$ cat src/rtl/rsc_pkg.sv
`timescale 1ns / 1ps
// ----------------------------------------------------------------------------
// rsc_pkg
// Shared types, constants and helper functions for the rotor cipher core.
// ----------------------------------------------------------------------------
package rsc_pkg;

    // Configuration constants
    localparam int PLUG_PAIRS  = 10;
    localparam int ROTOR_SLOTS = 4;
    localparam int ALPHA       = 26;

    localparam int LOOKUPS  = 2 * ROTOR_SLOTS - 1;
    localparam int STEP_W   = $clog2(LOOKUPS);
    localparam int SLOT_W   = $clog2(ROTOR_SLOTS);
    localparam int ADDR_W   = $clog2(ROTOR_SLOTS * ALPHA);
    localparam int WIRE_DEPTH = ROTOR_SLOTS * ALPHA;

    localparam int PLUG_W   = 60;
    localparam int TYPES_W  = 12;
    localparam int CFG_W    = 60;
    localparam int CFG_IDX_W = 2;

    localparam logic [7:0] LOWER_A = 8'd97;
    localparam logic [7:0] UPPER_A = 8'd65;
    localparam logic [7:0] LOWER_Z = 8'd122;
    localparam logic [7:0] UPPER_Z = 8'd90;

    // Turnover notches per rotor type; second notch only where flagged
    localparam logic [4:0] NOTCH_A [8] = '{5'd23, 5'd22, 5'd17, 5'd20,
                                          5'd25, 5'd12, 5'd0,  5'd16};
    localparam logic [4:0] NOTCH_B [8] = '{5'd0,  5'd0,  5'd0,  5'd0,
                                          5'd0,  5'd18, 5'd16, 5'd20};
    localparam logic [7:0] HAS_NOTCH_B = 8'b1110_0000;

    // Register indexes
    typedef enum logic [CFG_IDX_W-1:0] {
        CFG_PLUG_FIRST  = 2'd0,
        CFG_PLUG_SECOND = 2'd1,
        CFG_ROTOR_TYPES = 2'd2,
        CFG_UNUSED      = 2'd3
    } t_cfg_idx;

    // Input item kinds
    typedef enum logic [1:0] {
        KIND_CIPHER = 2'd0,
        KIND_WIRE   = 2'd1,
        KIND_POS    = 2'd2,
        KIND_NOP    = 2'd3
    } t_kind;

    // Result status codes
    typedef enum logic [1:0] {
        ST_CIPHER = 2'd0,
        ST_PASS   = 2'd1,
        ST_END    = 2'd2,
        ST_SETUP  = 2'd3
    } t_status;

    typedef enum logic [2:0] {
        S_IDLE,
        S_DECODE,
        S_LOOK,
        S_FINAL,
        S_EMIT
    } t_state;

    typedef logic [SLOT_W-1:0] t_slot;

    // Controller to datapath commands
    typedef struct packed {
        logic  capture;      // latch input transaction
        logic  setup_wr;     // perform wiring / position write
        logic  load_idx;     // load plugboard-swapped letter index
        logic  rd_issue;     // issue wiring table read
        logic  rd_first;     // read source is the loaded index
        t_slot rd_slot;      // slot of this lookup
        logic  emit;         // load output register
        logic  emit_cipher;  // output is a ciphertext letter; step rotors
    } t_dp_cmd;

    // Datapath to controller status
    typedef struct packed {
        logic is_cipher;     // captured item is a letter to encipher
        logic out_free;      // output register can take a result
    } t_dp_stat;

    // Reduce a value below 52 modulo 26
    function automatic logic [4:0] mod_alpha(input logic [5:0] v);
        logic [5:0] r;
        r = (v >= 6'(ALPHA)) ? v - 6'(ALPHA) : v;
        return r[4:0];
    endfunction

    // Plugboard: first valid pair containing the letter wins
    function automatic logic [4:0] plug_swap(input logic [4:0]        idx,
                                             input logic [PLUG_W-1:0] first,
                                             input logic [PLUG_W-1:0] second);
        logic [4:0] r;
        logic       hit;
        logic [5:0] a;
        logic [5:0] b;
        r   = idx;
        hit = 1'b0;
        for (int i = 0; i < PLUG_PAIRS; i++) begin
            a = first[6*i +: 6];
            b = second[6*i +: 6];
            if (!hit && a < 6'(ALPHA) && b < 6'(ALPHA)) begin
                if ({1'b0, idx} == a) begin
                    r   = b[4:0];
                    hit = 1'b1;
                end else if ({1'b0, idx} == b) begin
                    r   = a[4:0];
                    hit = 1'b1;
                end
            end
        end
        return r;
    endfunction

    function automatic logic is_notch(input logic [2:0] rtype, input logic [4:0] p);
        return (p == NOTCH_A[rtype]) || (HAS_NOTCH_B[rtype] && p == NOTCH_B[rtype]);
    endfunction

    // Slot visited at a given lookup: forward to the last slot, then back
    function automatic t_slot lookup_slot(input logic [STEP_W-1:0] step);
        int s;
        int r;
        s = int'(step);
        r = (s < ROTOR_SLOTS) ? s : (2 * ROTOR_SLOTS - 2 - s);
        return SLOT_W'(r);
    endfunction

    function automatic logic [ADDR_W-1:0] slot_base(input logic [1:0] slot);
        return ADDR_W'(slot) * ADDR_W'(ALPHA);
    endfunction

endpackage

$ cat src/rtl/rsc_ctrl.sv
`timescale 1ns / 1ps
// ----------------------------------------------------------------------------
// rsc_ctrl
// Sequencer: accepts a transaction, walks the wiring lookups, emits result.
// ----------------------------------------------------------------------------
module rsc_ctrl (
    input  logic             i_clk,
    input  logic             i_rst_n,
    input  logic             i_in_valid,
    output logic             o_in_ready,
    input  rsc_pkg::t_dp_stat i_stat,
    output rsc_pkg::t_dp_cmd  o_cmd
);
    import rsc_pkg::*;

    t_state              r_state, n_state;
    logic [STEP_W-1:0]   r_step, n_step;

    // State register
    always_ff @(posedge i_clk) begin
        if (!i_rst_n) begin
            r_state <= S_IDLE;
            r_step  <= '0;
        end else begin
            r_state <= n_state;
            r_step  <= n_step;
        end
    end

    // Next state and commands
    always_comb begin
        n_state    = r_state;
        n_step     = r_step;
        o_in_ready = 1'b0;
        o_cmd      = '0;
        o_cmd.rd_slot = lookup_slot(r_step);
        unique case (r_state)
            S_IDLE: begin
                o_in_ready = 1'b1;
                if (i_in_valid) begin
                    o_cmd.capture = 1'b1;
                    n_state       = S_DECODE;
                end
            end
            S_DECODE: begin
                if (i_stat.is_cipher) begin
                    o_cmd.load_idx = 1'b1;
                    n_step         = '0;
                    n_state        = S_LOOK;
                end else begin
                    o_cmd.setup_wr = 1'b1;
                    n_state        = S_EMIT;
                end
            end
            S_LOOK: begin
                o_cmd.rd_issue = 1'b1;
                o_cmd.rd_first = (r_step == '0);
                if (r_step == STEP_W'(LOOKUPS - 1)) begin
                    n_state = S_FINAL;
                end else begin
                    n_step = r_step + STEP_W'(1);
                end
            end
            S_FINAL: begin
                if (i_stat.out_free) begin
                    o_cmd.emit        = 1'b1;
                    o_cmd.emit_cipher = 1'b1;
                    n_state           = S_IDLE;
                end
            end
            S_EMIT: begin
                if (i_stat.out_free) begin
                    o_cmd.emit = 1'b1;
                    n_state    = S_IDLE;
                end
            end
            default: n_state = S_IDLE;
        endcase
    end

endmodule

$ cat src/rtl/rsc_datapath.sv
`timescale 1ns / 1ps
// ----------------------------------------------------------------------------
// rsc_datapath
// Configuration, plugboard, wiring table memory, positions and output register.
// ----------------------------------------------------------------------------
module rsc_datapath (
    input  logic                           i_clk,
    input  logic                           i_rst_n,
    // configuration
    input  logic                           i_cfg_we,
    input  logic [rsc_pkg::CFG_IDX_W-1:0]  i_cfg_idx,
    input  logic [rsc_pkg::CFG_W-1:0]      i_cfg_wdata,
    // input payload
    input  logic [1:0]                     i_kind,
    input  logic [7:0]                     i_letter,
    input  logic [1:0]                     i_slot,
    input  logic [4:0]                     i_entry_index,
    input  logic [4:0]                     i_entry_value,
    // output channel
    output logic                           o_out_valid,
    input  logic                           i_out_ready,
    output logic [1:0]                     o_status,
    output logic [7:0]                     o_out_letter,
    // control
    input  rsc_pkg::t_dp_cmd               i_cmd,
    output rsc_pkg::t_dp_stat              o_stat
);
    import rsc_pkg::*;

    // Configuration registers
    logic [PLUG_W-1:0]  r_plug_a;
    logic [PLUG_W-1:0]  r_plug_b;
    logic [TYPES_W-1:0] r_types;

    always_ff @(posedge i_clk) begin
        if (!i_rst_n) begin
            r_plug_a <= '1;
            r_plug_b <= '1;
            r_types  <= '0;
        end else if (i_cfg_we) begin
            unique case (t_cfg_idx'(i_cfg_idx))
                CFG_PLUG_FIRST:  r_plug_a <= i_cfg_wdata[PLUG_W-1:0];
                CFG_PLUG_SECOND: r_plug_b <= i_cfg_wdata[PLUG_W-1:0];
                CFG_ROTOR_TYPES: r_types  <= i_cfg_wdata[TYPES_W-1:0];
                default: ;
            endcase
        end
    end

    // Captured transaction
    t_kind      r_kind;
    logic [7:0] r_letter;
    logic [1:0] r_slot;
    logic [4:0] r_ei;
    logic [4:0] r_ev;

    always_ff @(posedge i_clk) begin
        if (i_cmd.capture) begin
            r_kind   <= t_kind'(i_kind);
            r_letter <= i_letter;
            r_slot   <= i_slot;
            r_ei     <= i_entry_index;
            r_ev     <= i_entry_value;
        end
    end

    // Letter classification
    logic       w_upper, w_lower, w_alpha, w_slot_ok;
    logic [4:0] w_letter_idx;
    t_status    w_pass_status;
    logic [7:0] w_pass_letter;

    always_comb begin
        w_upper      = (r_letter >= UPPER_A) && (r_letter <= UPPER_Z);
        w_lower      = (r_letter >= LOWER_A) && (r_letter <= LOWER_Z);
        w_alpha      = w_upper || w_lower;
        w_letter_idx = w_upper ? 5'(r_letter - UPPER_A) : 5'(r_letter - LOWER_A);
        w_slot_ok    = (int'(r_slot) < ROTOR_SLOTS);
        w_pass_status = ST_SETUP;
        w_pass_letter = 8'd0;
        if (r_kind == KIND_CIPHER) begin
            if (r_letter == 8'd0) begin
                w_pass_status = ST_END;
            end else begin
                w_pass_status = ST_PASS;
                w_pass_letter = r_letter;
            end
        end
    end

    // Slot positions
    logic [4:0] r_pos [ROTOR_SLOTS];
    logic [4:0] n_pos [ROTOR_SLOTS];
    logic       w_carry;
    logic [4:0] w_inc;

    // Stepping chain: slot 0 always steps, a notch hit carries to the next
    always_comb begin
        w_carry = 1'b1;
        w_inc   = '0;
        for (int s = 0; s < ROTOR_SLOTS; s++) begin
            n_pos[s] = r_pos[s];
            if (w_carry) begin
                w_inc    = (r_pos[s] == 5'(ALPHA - 1)) ? 5'd0 : r_pos[s] + 5'd1;
                n_pos[s] = w_inc;
                w_carry  = is_notch(r_types[3*s +: 3], w_inc);
            end
        end
    end

    always_ff @(posedge i_clk) begin
        if (!i_rst_n) begin
            for (int s = 0; s < ROTOR_SLOTS; s++) begin
                r_pos[s] <= '0;
            end
        end else if (i_cmd.emit_cipher) begin
            r_pos <= n_pos;
        end else if (i_cmd.setup_wr && r_kind == KIND_POS && w_slot_ok) begin
            r_pos[r_slot[SLOT_W-1:0]] <= mod_alpha({1'b0, r_ei});
        end
    end

    // Lookup index register
    logic [4:0] r_idx;

    always_ff @(posedge i_clk) begin
        if (i_cmd.load_idx) begin
            r_idx <= plug_swap(w_letter_idx, r_plug_a, r_plug_b);
        end
    end

    // Wiring table
    logic [4:0]        r_wire [WIRE_DEPTH];
    logic [4:0]        r_rd;
    logic [4:0]        w_rd_mod;
    logic [4:0]        w_src;
    logic [4:0]        w_entry;
    logic [ADDR_W-1:0] w_rd_addr;
    logic [ADDR_W-1:0] w_wr_addr;
    logic              w_wr_en;

    always_comb begin
        w_rd_mod  = mod_alpha({1'b0, r_rd});
        w_src     = i_cmd.rd_first ? r_idx : w_rd_mod;
        w_entry   = mod_alpha({1'b0, w_src} + {1'b0, r_pos[i_cmd.rd_slot]});
        w_rd_addr = slot_base(2'(i_cmd.rd_slot)) + ADDR_W'(w_entry);
        w_wr_addr = slot_base(r_slot) + ADDR_W'(r_ei);
        w_wr_en   = i_cmd.setup_wr && r_kind == KIND_WIRE && w_slot_ok
                    && (r_ei < 5'(ALPHA));
    end

    always_ff @(posedge i_clk) begin
        if (w_wr_en) begin
            r_wire[w_wr_addr] <= mod_alpha({1'b0, r_ev});
        end
    end

    always_ff @(posedge i_clk) begin
        if (i_cmd.rd_issue) begin
            r_rd <= r_wire[w_rd_addr];
        end
    end

    // Output register
    logic       r_out_valid;
    t_status    r_status;
    logic [7:0] r_out_letter;
    logic [4:0] w_final_idx;

    assign w_final_idx = plug_swap(w_rd_mod, r_plug_a, r_plug_b);

    always_ff @(posedge i_clk) begin
        if (!i_rst_n) begin
            r_out_valid <= 1'b0;
        end else if (i_cmd.emit) begin
            r_out_valid <= 1'b1;
        end else if (i_out_ready) begin
            r_out_valid <= 1'b0;
        end
    end

    always_ff @(posedge i_clk) begin
        if (i_cmd.emit) begin
            if (i_cmd.emit_cipher) begin
                r_status     <= ST_CIPHER;
                r_out_letter <= LOWER_A + {3'b000, w_final_idx};
            end else begin
                r_status     <= w_pass_status;
                r_out_letter <= w_pass_letter;
            end
        end
    end

    assign o_out_valid  = r_out_valid;
    assign o_status     = r_status;
    assign o_out_letter = r_out_letter;

    assign o_stat.is_cipher = (r_kind == KIND_CIPHER) && w_alpha;
    assign o_stat.out_free  = !r_out_valid || i_out_ready;

endmodule

$ cat src/rtl/rotor_substitution_cipher_core.sv
`timescale 1ns / 1ps
// ----------------------------------------------------------------------------
// rotor_substitution_cipher_core
// Rotor-style letter cipher with plugboard, four wiring slots and stepping.
// ----------------------------------------------------------------------------
//  channel   direction  handshake                    payload
//  s_axis    in         s_axis_tvalid/tready         tuser kind, tdata fields
//  m_axis    out        m_axis_tvalid/tready         tuser status, tdata letter
//  cfg       in         i_cfg_we (no wait)           i_cfg_idx, i_cfg_wdata
//
//  A letter passes through capture, decode, seven dependent reads of the
//  wiring table and a final plugboard step; set-up items and pass-through
//  bytes pass through capture, decode and emit.
//  Reset is synchronous, active low; the wiring table is not cleared.
//  A held result does not block acceptance; a new result waits only
//  while the output register is still full.
// ----------------------------------------------------------------------------
module rotor_substitution_cipher_core (
    input  logic                          i_clk,
    input  logic                          i_rst_n,
    // configuration write port
    input  logic                          i_cfg_we,
    input  logic [rsc_pkg::CFG_IDX_W-1:0] i_cfg_idx,
    input  logic [rsc_pkg::CFG_W-1:0]     i_cfg_wdata,
    // input stream
    input  logic                          s_axis_tvalid,
    output logic                          s_axis_tready,
    input  logic [23:0]                   s_axis_tdata,  // letter, slot, entry_index,
                                                         // entry_value, zero pad
    input  logic [1:0]                    s_axis_tuser,  // kind
    // output stream
    output logic                          m_axis_tvalid,
    input  logic                          m_axis_tready,
    output logic [7:0]                    m_axis_tdata,  // out_letter
    output logic [1:0]                    m_axis_tuser   // status
);
    import rsc_pkg::*;

    t_dp_cmd  w_cmd;
    t_dp_stat w_stat;

    rsc_ctrl u_ctrl (
        .i_clk      (i_clk),
        .i_rst_n    (i_rst_n),
        .i_in_valid (s_axis_tvalid),
        .o_in_ready (s_axis_tready),
        .i_stat     (w_stat),
        .o_cmd      (w_cmd)
    );

    rsc_datapath u_dp (
        .i_clk         (i_clk),
        .i_rst_n       (i_rst_n),
        .i_cfg_we      (i_cfg_we),
        .i_cfg_idx     (i_cfg_idx),
        .i_cfg_wdata   (i_cfg_wdata),
        .i_kind        (s_axis_tuser),
        .i_letter      (s_axis_tdata[7:0]),
        .i_slot        (s_axis_tdata[9:8]),
        .i_entry_index (s_axis_tdata[14:10]),
        .i_entry_value (s_axis_tdata[19:15]),
        .o_out_valid   (m_axis_tvalid),
        .i_out_ready   (m_axis_tready),
        .o_status      (m_axis_tuser),
        .o_out_letter  (m_axis_tdata),
        .i_cmd         (w_cmd),
        .o_stat        (w_stat)
    );

endmodule
$ cat config.mk
export PLATFORM = sky130hd
export DESIGN_NAME = rotor_substitution_cipher_core
export DESIGN_NICKNAME = d
export VERILOG_FILES = /design/src/rtl/rsc_pkg.sv /design/src/rtl/rsc_ctrl.sv /design/src/rtl/rsc_datapath.sv /design/src/rtl/rotor_substitution_cipher_core.sv
export SDC_FILE = /design/constraint.sdc
export NUM_CORES = 1
export LEC_CHECK = 0
export BUFFER_PORTS_ARGS = -buffer_cell sky130_fd_sc_hd__clkbuf_2
export CAP_MARGIN = 0
export CORE_MARGIN = 2
export CORE_UTILIZATION = 55
export DETAILED_ROUTE_END_ITERATION = 6
export PLACE_DENSITY = 0.69
export RECOVER_POWER = 100
export SYNTH_ARGS = -nofsm -noshare
export SYNTH_HDL_FRONTEND = slang
export SYNTH_SLANG_ARGS = --single-unit
$ cat constraint.sdc
create_clock -name i_clk -period 8.7 [get_ports i_clk]
set_input_delay 1.305 -clock i_clk [delete_from_list [all_inputs] [get_ports i_clk]]
set_output_delay 1.305 -clock i_clk [all_outputs]
set_load 0.1 [all_outputs]
==> flow_summary.toml, run 1 <==
[timing]
max_freq_mhz = 129
whs_ns = 0.496
worst_pin_slew_ns = 4.76
clock_skew_ns = 0.0283
finalMaxSlewViolations = 879
setup_violations = 0
final.setup.tns_ns = 0
layout_min_cycle_time_ns = 7.73
hold_viol_final = 0
rsz0062_at_grt = "false"
finalCritPeriodShare_pct = 88.8
max_slew_margin_pct = -217

[floorplanning]
die_x_um = 261
top_level_ports = 105
initial_core_util_pct = 55.5
placementRows = 94
fp.dieH_um = 261
die_area_um2 = 68300
core_region_area_um2 = 65600

[critical_path]
crit_path_end_kind = "flip-flop"
arrival_ns = 8.01
crit_fanout = 26
reg2reg_depth = 15
crit_chain = "clkbuf_1 -> inv_1 -> ha_1 -> clkbuf_1 -> xnor2_1 -> nor3_1 -> nand4_1 -> and2_0 -> o21ai_0 -> nor2b_1 -> a21oi_1 -> a2111oi_0 -> or3_1 -> a21oi_1 -> o21ai_0"
critPathKind = "reg -> reg"
cp-startpoint = "u_dp.r_letter[0]$_DFFE_PP_"
cp-endpoint = "u_dp.r_idx[4]$_DFFE_PP_"
rrSetupSlack_ns = 0.97
cpPeakStageDelay_ns = 1.67
timing.rr.end = "u_dp.r_idx[4]$_DFFE_PP_"
startpoint_type = "flip-flop"
worstPathRequired_ns = 8.98
cp_slowest_cell = "clkbuf_1"
r2r_start = "u_dp.r_letter[0]$_DFFE_PP_"

[global_route]
grt_util_all_layers_pct = 29.2
use_met1_pct = 40.2
grt.met3_usage_pct = 4.67
antenna_found_initial = 0
use_met2_pct = 46.7
gr-total-overflow = 0
grt_pass1_vias = 24600
top_usage_layer = "met2"
grt_max_degree = 107
grt_first_pass_wirelength_mm = 151

[yosys]
syn_area_um2 = 36400
ys_seq_area_share_pct = 55.1
synthSimpleGateAreaFrac_pct = 12.5
synth.avg_cell_area_um2 = 12.4
synth_edf_count = 562
synth-seq-cells = 721
synth_fa_ha_area_share_pct = 1.95
ys.flop_type = "edfxtp_1"
synth_cells = 2935
yosys_warnings = 0
synth_compound_area_share_pct = 9.72
synth.distinct_cells = 108
synthesis.nets = 3083
synth_top_family_by_area = "simple AND/OR/NAND/NOR gates"
synthMuxAreaShare_pct = 12.4
ys_async_sr_fraction_pct = 0
synth_xor_area_share_pct = 5.34

[clock_network]
h-tree-depth = 3
path_clk_slew_ns = 0.06
cts_tree = "built"
cts-resized-gates = 0
cts_hold_buf = 0
cts_setup_buffers = 0
cts-root-buf = "clkbuf_16"
cts_buffers = 77
max-clock-path-buffers = 3
cts.sinks = 721
clk_latency_ns = 0.66

[run_status]
status = "complete, but fails checks"
violations = "DRC, capacitance limit, slew limit"

[worst_hold_path]
hold_path_class = "reg -> reg"

[drt]
drcViolationCount = 1
drt-wirelength-per-cell_um = 25.6
finalWirelength_mm = 99.3
num_vias = 25100
first_pass_iters = 7
drtIter0Drc = 2812
vias_per_cell = 6.48
detail-route-antenna-nets = 0

[finish]
nets = 3106
drive_above_1_share_pct = 15.4
area_growth_pct = 9.97
final_common_cell = "edfxtp_1"
antenna_cells = 0
mostFrequentLayoutCells = "edfxtp_1, nand2_1, nor2_1, nand3_1, mux4_2"
n_fill_cell = 5000

[power]
total_power_w = 0.00775
vdd_ir_drop_max_uv = 181
p_leak_nw = 13.9
powerDensity_nw_per_um2 = 193

[placement]
dp_hpwl_mm = 64.9
gp_congestion = 0.966
port_buffers = 100

[run]
cap_violations = 12
==> worst max-delay path: cells and delay by family (launching register included) <==
family	cells	cell delay, ns
adders and majority gates	1	0.83
AOI/OAI and AO/OA	5	1.60
and+or+nand+nor	5	1.52
buffers and inverters	3	2.95
xor gates and xnor gates	1	0.15
DFF	1	0.32
==> layer usage <==
metal  part of all wire (%)  vias up
li1                       -    11200
met1                     40    12500
met2                     47     1282
met3                    8.0      248
met4                    4.3        0
met5                      0        -
==> sequential cells by signal, indices dropped and copies added, names as in the netlist, 3 cells and up, named ones only <==
register and cells:
u_dp.r_idx 5, u_dp.r_ev 5, u_ctrl.r_step 3, u_dp.o_out_letter 8
u_dp.r_letter 8, u_dp.r_wire 520, u_dp.r_plug_b 60, u_dp.r_rd 5
u_dp.r_plug_a 60, u_dp.r_types 9, u_dp.r_pos 20, u_dp.r_ei 5
u_ctrl.r_state 3
==> metrics by stage <==
step	instance area [µm²]	setup WS [ns]	cells	utilization (%)
2_1_floorplan	36400	2.08	2935	-
3_3_place_gp	37600	1.46	3743	57.3
3_5_place_dp	37600	1.30	3743	57.3
4_1_cts	40200	1.28	3883	61.2
5_1_grt	40100	0.363	3883	61.1
6_report	40100	0.971	3883	61.1
==> cells in the mapped netlist (13+ instances only) <==
library cell  count  area, µm²
buf_2            25        125
a211oi_1         28        210
nand3_1         175        876
a31oi_1          16        100
xnor2_1         121       1060
mux2_2           13        146
mux2i_1          53        531
or3_1            19        119
o21ai_0          84        420
nand2_1         340       1280
nand4_1          14       87.6
nor2b_1          23        144
xnor3_1          16        360
dfxtp_1         159       3180
nor3_1           61        305
clkbuf_1        123        462
mux4_2          170       3830
and3_1           20        125
o211ai_1         70        526
edfxtp_1        562      16900
nand2b_1         14       87.6
ha_1             52        651
a21oi_1          96        480
inv_1            75        282
nor2_1          214        803
a21o_1           18        135
xor2_1           49        429
nor4_1           22        138
a22oi_1          19        143
buf_1            29        109
==> where the power goes <==
| part | internal, W | switching (W) |
|---|---|---|
| clock | 0.00185 | 0.00142 |
| combinational | 0.000219 | 0.000383 |
| sequential | 0.00380 | 0.0000768 |
==> kinds of logic (layout without fill, tap and decap cells) <==
logic type,Yosys count,after routing
DFF,721,721
adders and majority gates,55,55
xor gates and xnor gates,191,191
muxes,236,236
and+or+nand+nor,970,970
AOI/OAI and AO/OA,493,493
buffers and inverters,269,353
==> how the worst min path moves through the flow <==
stage                                   startpoint                             end  slack (ns)  cells past startpoint
floorplan           u_dp.r_plug_b[47]$_SDFFE_PN1P_  u_dp.r_plug_b[47]$_SDFFE_PN1P_        0.46                      2
global placement    u_dp.r_plug_b[47]$_SDFFE_PN1P_  u_dp.r_plug_b[47]$_SDFFE_PN1P_        0.48                      2
detailed placement  u_dp.r_plug_b[35]$_SDFFE_PN1P_  u_dp.r_plug_b[35]$_SDFFE_PN1P_        0.49                      2
CTS                 u_dp.r_plug_b[47]$_SDFFE_PN1P_  u_dp.r_plug_b[47]$_SDFFE_PN1P_        0.50                      2
global route        u_dp.r_plug_b[47]$_SDFFE_PN1P_  u_dp.r_plug_b[47]$_SDFFE_PN1P_        0.52                      2
finish              u_dp.r_plug_b[47]$_SDFFE_PN1P_  u_dp.r_plug_b[47]$_SDFFE_PN1P_        0.50                      2
==> cell type report <==
| cell class | count | area [µm²] | share of cell area (%) |
|---|---|---|---|
| clock buffer | 96 | 2050 | 5.11 |
| timing repair buffer | 138 | 756 | 1.89 |
| inverter | 75 | 282 | 0.703 |
| sequential | 721 | 20100 | 50.1 |
| multi-input combinational | 1945 | 15300 | 38.3 |
| clock inverter | 44 | 508 | 1.27 |
| tap | 864 | 1080 | 2.70 |
(Power assumes the default switching activity.)
==> run 2, diff against run 1 <==
--- a/config.mk
+++ b/config.mk
@@ -7,10 +7,12 @@
 export LEC_CHECK = 0
 export BUFFER_PORTS_ARGS = -buffer_cell sky130_fd_sc_hd__clkbuf_2
 export CAP_MARGIN = 0
+export CELL_PAD_IN_SITES_DETAIL_PLACEMENT = 0
+export CELL_PAD_IN_SITES_GLOBAL_PLACEMENT = 2
 export CORE_MARGIN = 2
-export CORE_UTILIZATION = 55
+export CORE_UTILIZATION = 44
 export DETAILED_ROUTE_END_ITERATION = 6
-export PLACE_DENSITY = 0.69
+export PLACE_DENSITY = 0.77
 export RECOVER_POWER = 100
 export SYNTH_ARGS = -nofsm -noshare
 export SYNTH_HDL_FRONTEND = slang
==> run 2 against run 1 <==
Flip-flop and latch count did not move. Maximum frequency rose by 0.74%. The run ends with capacitance limit, slew limit left. Via count fell by 1.8%.
==> flow_summary.toml, run 2 (synthesis gave the netlist of run 1 again) <==
[worst_hold_path]
hold_path_class = "reg -> reg"
hold_path_end = "u_dp.r_plug_b[17]$_SDFFE_PN1P_"
hold_start = "u_dp.r_plug_b[17]$_SDFFE_PN1P_"
hold-path-cell-count = 2

[run]
cap_violations = 14

[clock_network]
path_clk_slew_ns = 0.05
max-clock-path-buffers = 3
h-tree-depth = 3
cts_hold_buf = 0
cts-root-buf = "clkbuf_16"
cts_buffers = 79
cts.sinks = 721
clk_latency_ns = 0.67
cts_tree = "built"
cts_setup_buffers = 0
cts-resized-gates = 0

[power]
seqPwrFrac_pct = 49.4
p_sw_w = 0.00190
p_int_w = 0.00595
power_frac_clock_pct = 42.9
powerDensity_nw_per_um2 = 194
vdd_ir_drop_max_uv = 227
switching_share_pct = 24.2
p_leak_nw = 14.0
p_comb_share_pct = 7.7

[critical_path]
timing.rr.end = "u_dp.r_rd[1]$_DFFE_PP_"
r2r_start = "u_dp.r_rd[2]$_DFFE_PP_"
critPathKind = "reg -> reg"
worstPathRequired_ns = 9.02
crit_path_end_kind = "flip-flop"
reg2reg_depth = 23
crit_fanout = 30
arrival_ns = 7.99
startpoint_type = "flip-flop"
rrSetupSlack_ns = 1.03

[floorplanning]
die_x_um = 292
initial_core_util_pct = 44.4
top_level_ports = 105
core_region_area_um2 = 82000
fp.dieH_um = 292
placementRows = 105
die_area_um2 = 85100

[finish]
final_common_cell = "edfxtp_1"
nets = 3110
largest_register_ffs = 520
mostFrequentLayoutCells = "edfxtp_1, nand2_1, nor2_1, nand3_1, mux4_2"
largest-register = "u_dp.r_wire"
layout.cells.non_filler = 4098
n_fill_cell = 7157
drive_above_1_share_pct = 15.4
antenna_cells = 0
fin_area_um2 = 40400
top_regs = "u_dp.r_wire: 520 flops, u_dp.r_plug_a: 60 flops, u_dp.r_plug_b: 60 flops"
area_growth_pct = 11.0

[placement]
dpl.cell_count = 3951
gp_congestion = 0.919
placed_area_um2 = 37900
dp_hpwl_mm = 69.8
port_buffers = 100

[timing]
final.setup.tns_ns = 0
hold_viol_final = 0
finalMaxSlewViolations = 916
setup_violations = 0
max_freq_mhz = 130
finalCritPeriodShare_pct = 88.2
rsz0062_at_grt = "false"
whs_ns = 0.505
worst_pin_slew_ns = 4.63
max_slew_margin_pct = -208
layout_min_cycle_time_ns = 7.67
clock_skew_ns = 0.0521

[drt]
drtIter0Drc = 2216
first_pass_iters = 5
num_vias = 24700
detail-route-antenna-nets = 0
vias_per_cell = 6.02
finalWirelength_mm = 103
drcViolationCount = 0
drt-wirelength-per-cell_um = 25.2

[run_status]
violations = "capacitance limit, slew limit"
status = "complete, but fails checks"

[global_route]
grt_util_all_layers_pct = 24.1
grt_pass1_vias = 24400
gr-total-overflow = 0
grt_max_degree = 105
antenna_found_initial = 3
grt_first_pass_wirelength_mm = 156
-- run 2: critical path: stages (launching register included) --
cell and delay, ns:
edfxtp_1 0.60, inv_1 0.20, ha_1 0.31, nand3b_1 0.32, a21oi_4 0.72, nor2_4 0.28, a21oi_1 0.34, ha_1 0.33
a21o_1 0.18, a21oi_1 0.17, xnor2_1 0.19, inv_1 0.07, o21ai_0 0.40, xnor2_1 0.20, ha_4 0.20, fa_1 0.40
a21o_1 0.17, a21oi_1 0.23, xnor2_2 0.15, clkbuf_2 0.66, mux4_2 0.48, mux4_2 0.48, nand2_1 0.15, o21ai_0 0.13
-- run 2: layout make-up --
class	instances	area, µm²	area share [%]
flip-flops and latches	721	20100	49.6
clock buffers	103	2150	5.31
multi-input cells	1945	15300	37.9
repair buffers	140	795	1.96
clock inverters	44	495	1.22
inverters	75	282	0.696
well taps	1070	1340	3.31
-- run 2: power by group through the flow --
stage	Clock [W]	Combinational, W	Sequential, W
2_1_floorplan	0	0.000408	0.00391
4_1_cts	0.00343	0.000608	0.00386
6_report	0.00337	0.000601	0.00388
3_5_place_dp	0	0.000606	0.00394
3_3_place_gp	0	0.000589	0.00394
5_1_grt	0.00355	0.000659	0.00389
-- run 2: per-stage QoR --
stage / util (%) / power [W] / worst slack (ns)
finish: 49.3 / 0.00785 / 1.03
global route: 49.3 / 0.00809 / 0.529
CTS: 49.5 / 0.00790 / 1.40
detailed placement: 46.3 / 0.00454 / 1.41
global placement: 46.3 / 0.00452 / 1.51
floorplan: - / 0.00432 / 2.08
-- run 2: how the worst max path moves through the flow --
| stage | from | end | slack [ns] | cells past startpoint |
|---|---|---|---|---|
| 2_1_floorplan | u_ctrl.r_step[0]$_SDFFE_PN0P_ | u_dp.r_rd[0]$_DFFE_PP_ | 2.08 | 23 |
| 3_3_place_gp | u_dp.r_rd[2]$_DFFE_PP_ | u_dp.r_rd[4]$_DFFE_PP_ | 1.51 | 20 |
| 3_5_place_dp | u_dp.r_rd[2]$_DFFE_PP_ | u_dp.r_rd[4]$_DFFE_PP_ | 1.41 | 20 |
| 4_1_cts | u_dp.r_rd[2]$_DFFE_PP_ | u_dp.r_rd[4]$_DFFE_PP_ | 1.40 | 20 |
| 5_1_grt | u_ctrl.r_step[0]$_SDFFE_PN0P_ | u_dp.r_rd[4]$_DFFE_PP_ | 0.53 | 24 |
| 6_report | u_dp.r_rd[2]$_DFFE_PP_ | u_dp.r_rd[1]$_DFFE_PP_ | 1.03 | 23 |
-- run 2: layer usage --
layer	up-vias	track usage, %	wire length, µm
met5	-	0	37
met4	6	7.43	2960
met3	182	3.72	5660
met2	813	40.0	50100
met1	12500	32.6	44500
li1	11200	-	-
==> run 3, diff against run 2 <==
--- a/config.mk
+++ b/config.mk
@@ -5,12 +5,13 @@
 export SDC_FILE = /design/constraint.sdc
 export NUM_CORES = 1
 export LEC_CHECK = 0
+export ABC_AREA = 1
 export BUFFER_PORTS_ARGS = -buffer_cell sky130_fd_sc_hd__clkbuf_2
 export CAP_MARGIN = 0
 export CELL_PAD_IN_SITES_DETAIL_PLACEMENT = 0
 export CELL_PAD_IN_SITES_GLOBAL_PLACEMENT = 2
 export CORE_MARGIN = 2
-export CORE_UTILIZATION = 44
+export CORE_UTILIZATION = 41
 export DETAILED_ROUTE_END_ITERATION = 6
 export PLACE_DENSITY = 0.77
 export RECOVER_POWER = 100
==> run 3 against run 2 <==
The run still ends with capacitance limit, slew limit left. Maximum frequency is 4.9% lower. Setup slack worse by 0.40 ns. Design area is 0.46% lower. Synthesized area shrank 0.37%. Final cell count up 23%. Hold slack improved by 0.0070 ns. Synthesized cell count rose by 29%. Die area grew 6.8%. Total power up 9.7%. Largest cell class unchanged.
==> flow_summary.toml, run 3 <==
[global_route]
grt_first_pass_wirelength_mm = 169
grt_pass1_vias = 27600
gr-total-overflow = 0
grt_max_degree = 201
grt_util_all_layers_pct = 24.4
antenna_found_initial = 2

[timing]
hold_viol_final = 0
fin_ws_ns = 0.632
layout_min_cycle_time_ns = 8.07
worst_pin_slew_ns = 4.76
max_slew_margin_pct = -217
setup_violations = 0
final.setup.tns_ns = 0
rsz0062_at_grt = "false"
clock_skew_ns = 0.0279
finalCritPeriodShare_pct = 92.7
finalMaxSlewViolations = 1101
max_freq_mhz = 124

[power]
p_comb_share_pct = 15.4
powerDensity_nw_per_um2 = 214
p_sw_w = 0.00245
p_leak_nw = 15.0
total_power_w = 0.00861
power_frac_clock_pct = 38.8
seqPwrFrac_pct = 45.8
p_int_w = 0.00616
switching_share_pct = 28.5
vdd_ir_drop_max_uv = 189

[drt]
num_vias = 28500
first_pass_iters = 6
detail-route-antenna-nets = 0
drt-wirelength-per-cell_um = 22.3
vias_per_cell = 5.67
drcViolationCount = 0
finalWirelength_mm = 112
drtIter0Drc = 2456

[critical_path]
crit_path_end_kind = "flip-flop"
timing.rr.end = "u_dp.r_idx[4]$_DFFE_PP_"
cpPeakStageDelay_ns = 1.91
critPathKind = "reg -> reg"
arrival_ns = 8.45
cp_slowest_cell = "clkbuf_1"
r2r_start = "u_dp.r_letter[0]$_DFFE_PP_"
crit_fanout = 26
rrSetupSlack_ns = 0.63
startpoint_type = "flip-flop"
reg2reg_depth = 27
worstPathRequired_ns = 9.09

[clock_network]
clk_latency_ns = 0.65
cts-resized-gates = 0
cts_buffers = 81
cts-root-buf = "clkbuf_16"
cts_tree = "built"
h-tree-depth = 3
cts.sinks = 721
max-clock-path-buffers = 3
cts_hold_buf = 0
cts_setup_buffers = 0
path_clk_slew_ns = 0.06

[yosys]
yosys.cell_count.top_type = "nand2_1"
synthesis.nets = 3926
synth.distinct_cells = 64
netlist.area_leader.share_pct = 46.5
synth.avg_cell_area_um2 = 9.61
synth_edf_count = 562
ys_top_cells_by_count = "nand2_1, edfxtp_1, nor2_1"
syn_area_um2 = 36300
synth_top_cell_by_area = "edfxtp_1"
synth_area_leaders = "edfxtp_1, dfxtp_1, nand2_1"
ys_seq_area_share_pct = 55.3
synth-seq-cells = 721
ys.flop_type = "edfxtp_1"
yosys_warnings = 0
ys_async_sr_fraction_pct = 0
synth_cells = 3778

[placement]
dpl.cell_count = 4894
gp_congestion = 0.899
port_buffers = 100
place_ws_ns = 1.08
dp_hpwl_mm = 74.2

[floorplanning]
die_area_um2 = 90900
placementRows = 109
top_level_ports = 105
fp.dieH_um = 302
die_x_um = 302
initial_core_util_pct = 41.2
core_region_area_um2 = 88100

[run_status]
violations = "capacitance limit, slew limit"
status = "complete, but fails checks"

[worst_hold_path]
hold-path-cell-count = 2
hold_path_end = "u_dp.r_plug_a[41]$_SDFFE_PN1P_"
hold_path_class = "reg -> reg"
hold_start = "u_dp.r_plug_a[41]$_SDFFE_PN1P_"

[finish]
mostFrequentLayoutCells = "nand2_1, edfxtp_1, nor2_1, o21ai_0, inv_1"
largest_register_ffs = 520
largest-register = "u_dp.r_wire"
nets = 3960
drive_above_1_share_pct = 7.88
area_growth_pct = 10.9
layout.cells.non_filler = 5035
final_common_cell = "nand2_1"
top_regs = "u_dp.r_wire: 520 flops, u_dp.r_plug_a: 60 flops, u_dp.r_plug_b: 60 flops"

[run]
cap_violations = 24
## run 3: cell types whose count changed after synthesis, moves of 106 or more
cell and change:
o21ai_0 +223, inv_1 +190, nor2_1 +254, nand2_1 +305
o211ai_1 +106, mux4_2 -170
## run 3: power by group through the flow
stage	clock network (W)	logic [W]	registers [W]
floorplan	0	0.000814	0.00403
finish	0.00334	0.00133	0.00394
global route	0.00353	0.00145	0.00395
detailed placement	0	0.00134	0.00400
global placement	0	0.00132	0.00399
CTS	0.00341	0.00134	0.00392
## run 3: through the flow
stage          cell area, µm²  util [%]  hold WS [ns]
2_1_floorplan           36300         -         0.471
3_3_place_gp            37900      43.0         0.496
3_5_place_dp            37900      43.0         0.506
4_1_cts                 40500      45.9         0.518
5_1_grt                 40300      45.7         0.546
6_report                40300      45.7         0.512
## run 3: worst max-delay path: cells and delay by family, from the launching register on
kind	cells	cell delay, ns
AND/OR/NAND/NOR	15	1.85
AO/OA/AOI/OAI	3	0.68
buffers and inverters	8	4.33
adder cells (fa/ha/maj)	1	0.59
flip-flops	1	0.31
## run 3: kinds of logic after synthesis
kind of cell,synth area share [%]
simple gates,17.0
compound gates,15.7
mux,2.43
fa+ha+maj,1.96
xor+xnor,2.39
buf+inv,5.25
flops,55.3
## run 3: how the worst max path moves through the flow
stage	slack, ns	startpoint	end	depth (start not counted)
6_report	0.63	u_dp.r_letter[0]$_DFFE_PP_	u_dp.r_idx[4]$_DFFE_PP_	27
5_1_grt	0.22	u_dp.r_rd[1]$_DFFE_PP_	u_dp.o_out_letter[6]$_DFFE_PP_	29
4_1_cts	1.05	u_ctrl.r_step[0]$_SDFFE_PN0P_	u_dp.r_rd[1]$_DFFE_PP_	27
3_5_place_dp	1.08	u_ctrl.r_step[0]$_SDFFE_PN0P_	u_dp.r_rd[1]$_DFFE_PP_	27
3_3_place_gp	1.11	u_ctrl.r_step[0]$_SDFFE_PN0P_	u_dp.r_rd[3]$_DFFE_PP_	27
2_1_floorplan	1.63	u_dp.r_ev[0]$_DFFE_PP_	u_dp.r_wire[0][4]$_DFFE_PP_	2
## run 3: final cells by class
type	count	area, µm²
Timing Repair Buffer	144	747
Clock inverter	38	378
Tap cell	1165	1460
Multi-Input combinational cell	2577	14400
Fill cell	8437	47800
Sequential cell	721	20100
Antenna cell	1	2.50
Inverter	287	1090
Clock buffer	102	2180
## run 3: layer usage
| layer | global-route usage, % | share of wire, % |
|---|---|---|
| met4 | 9.58 | 4.0 |
| met2 | 42.8 | 50 |
| met5 | 0 | 0.0089 |
| met3 | 3.09 | 4.6 |
| met1 | 30.4 | 41 |
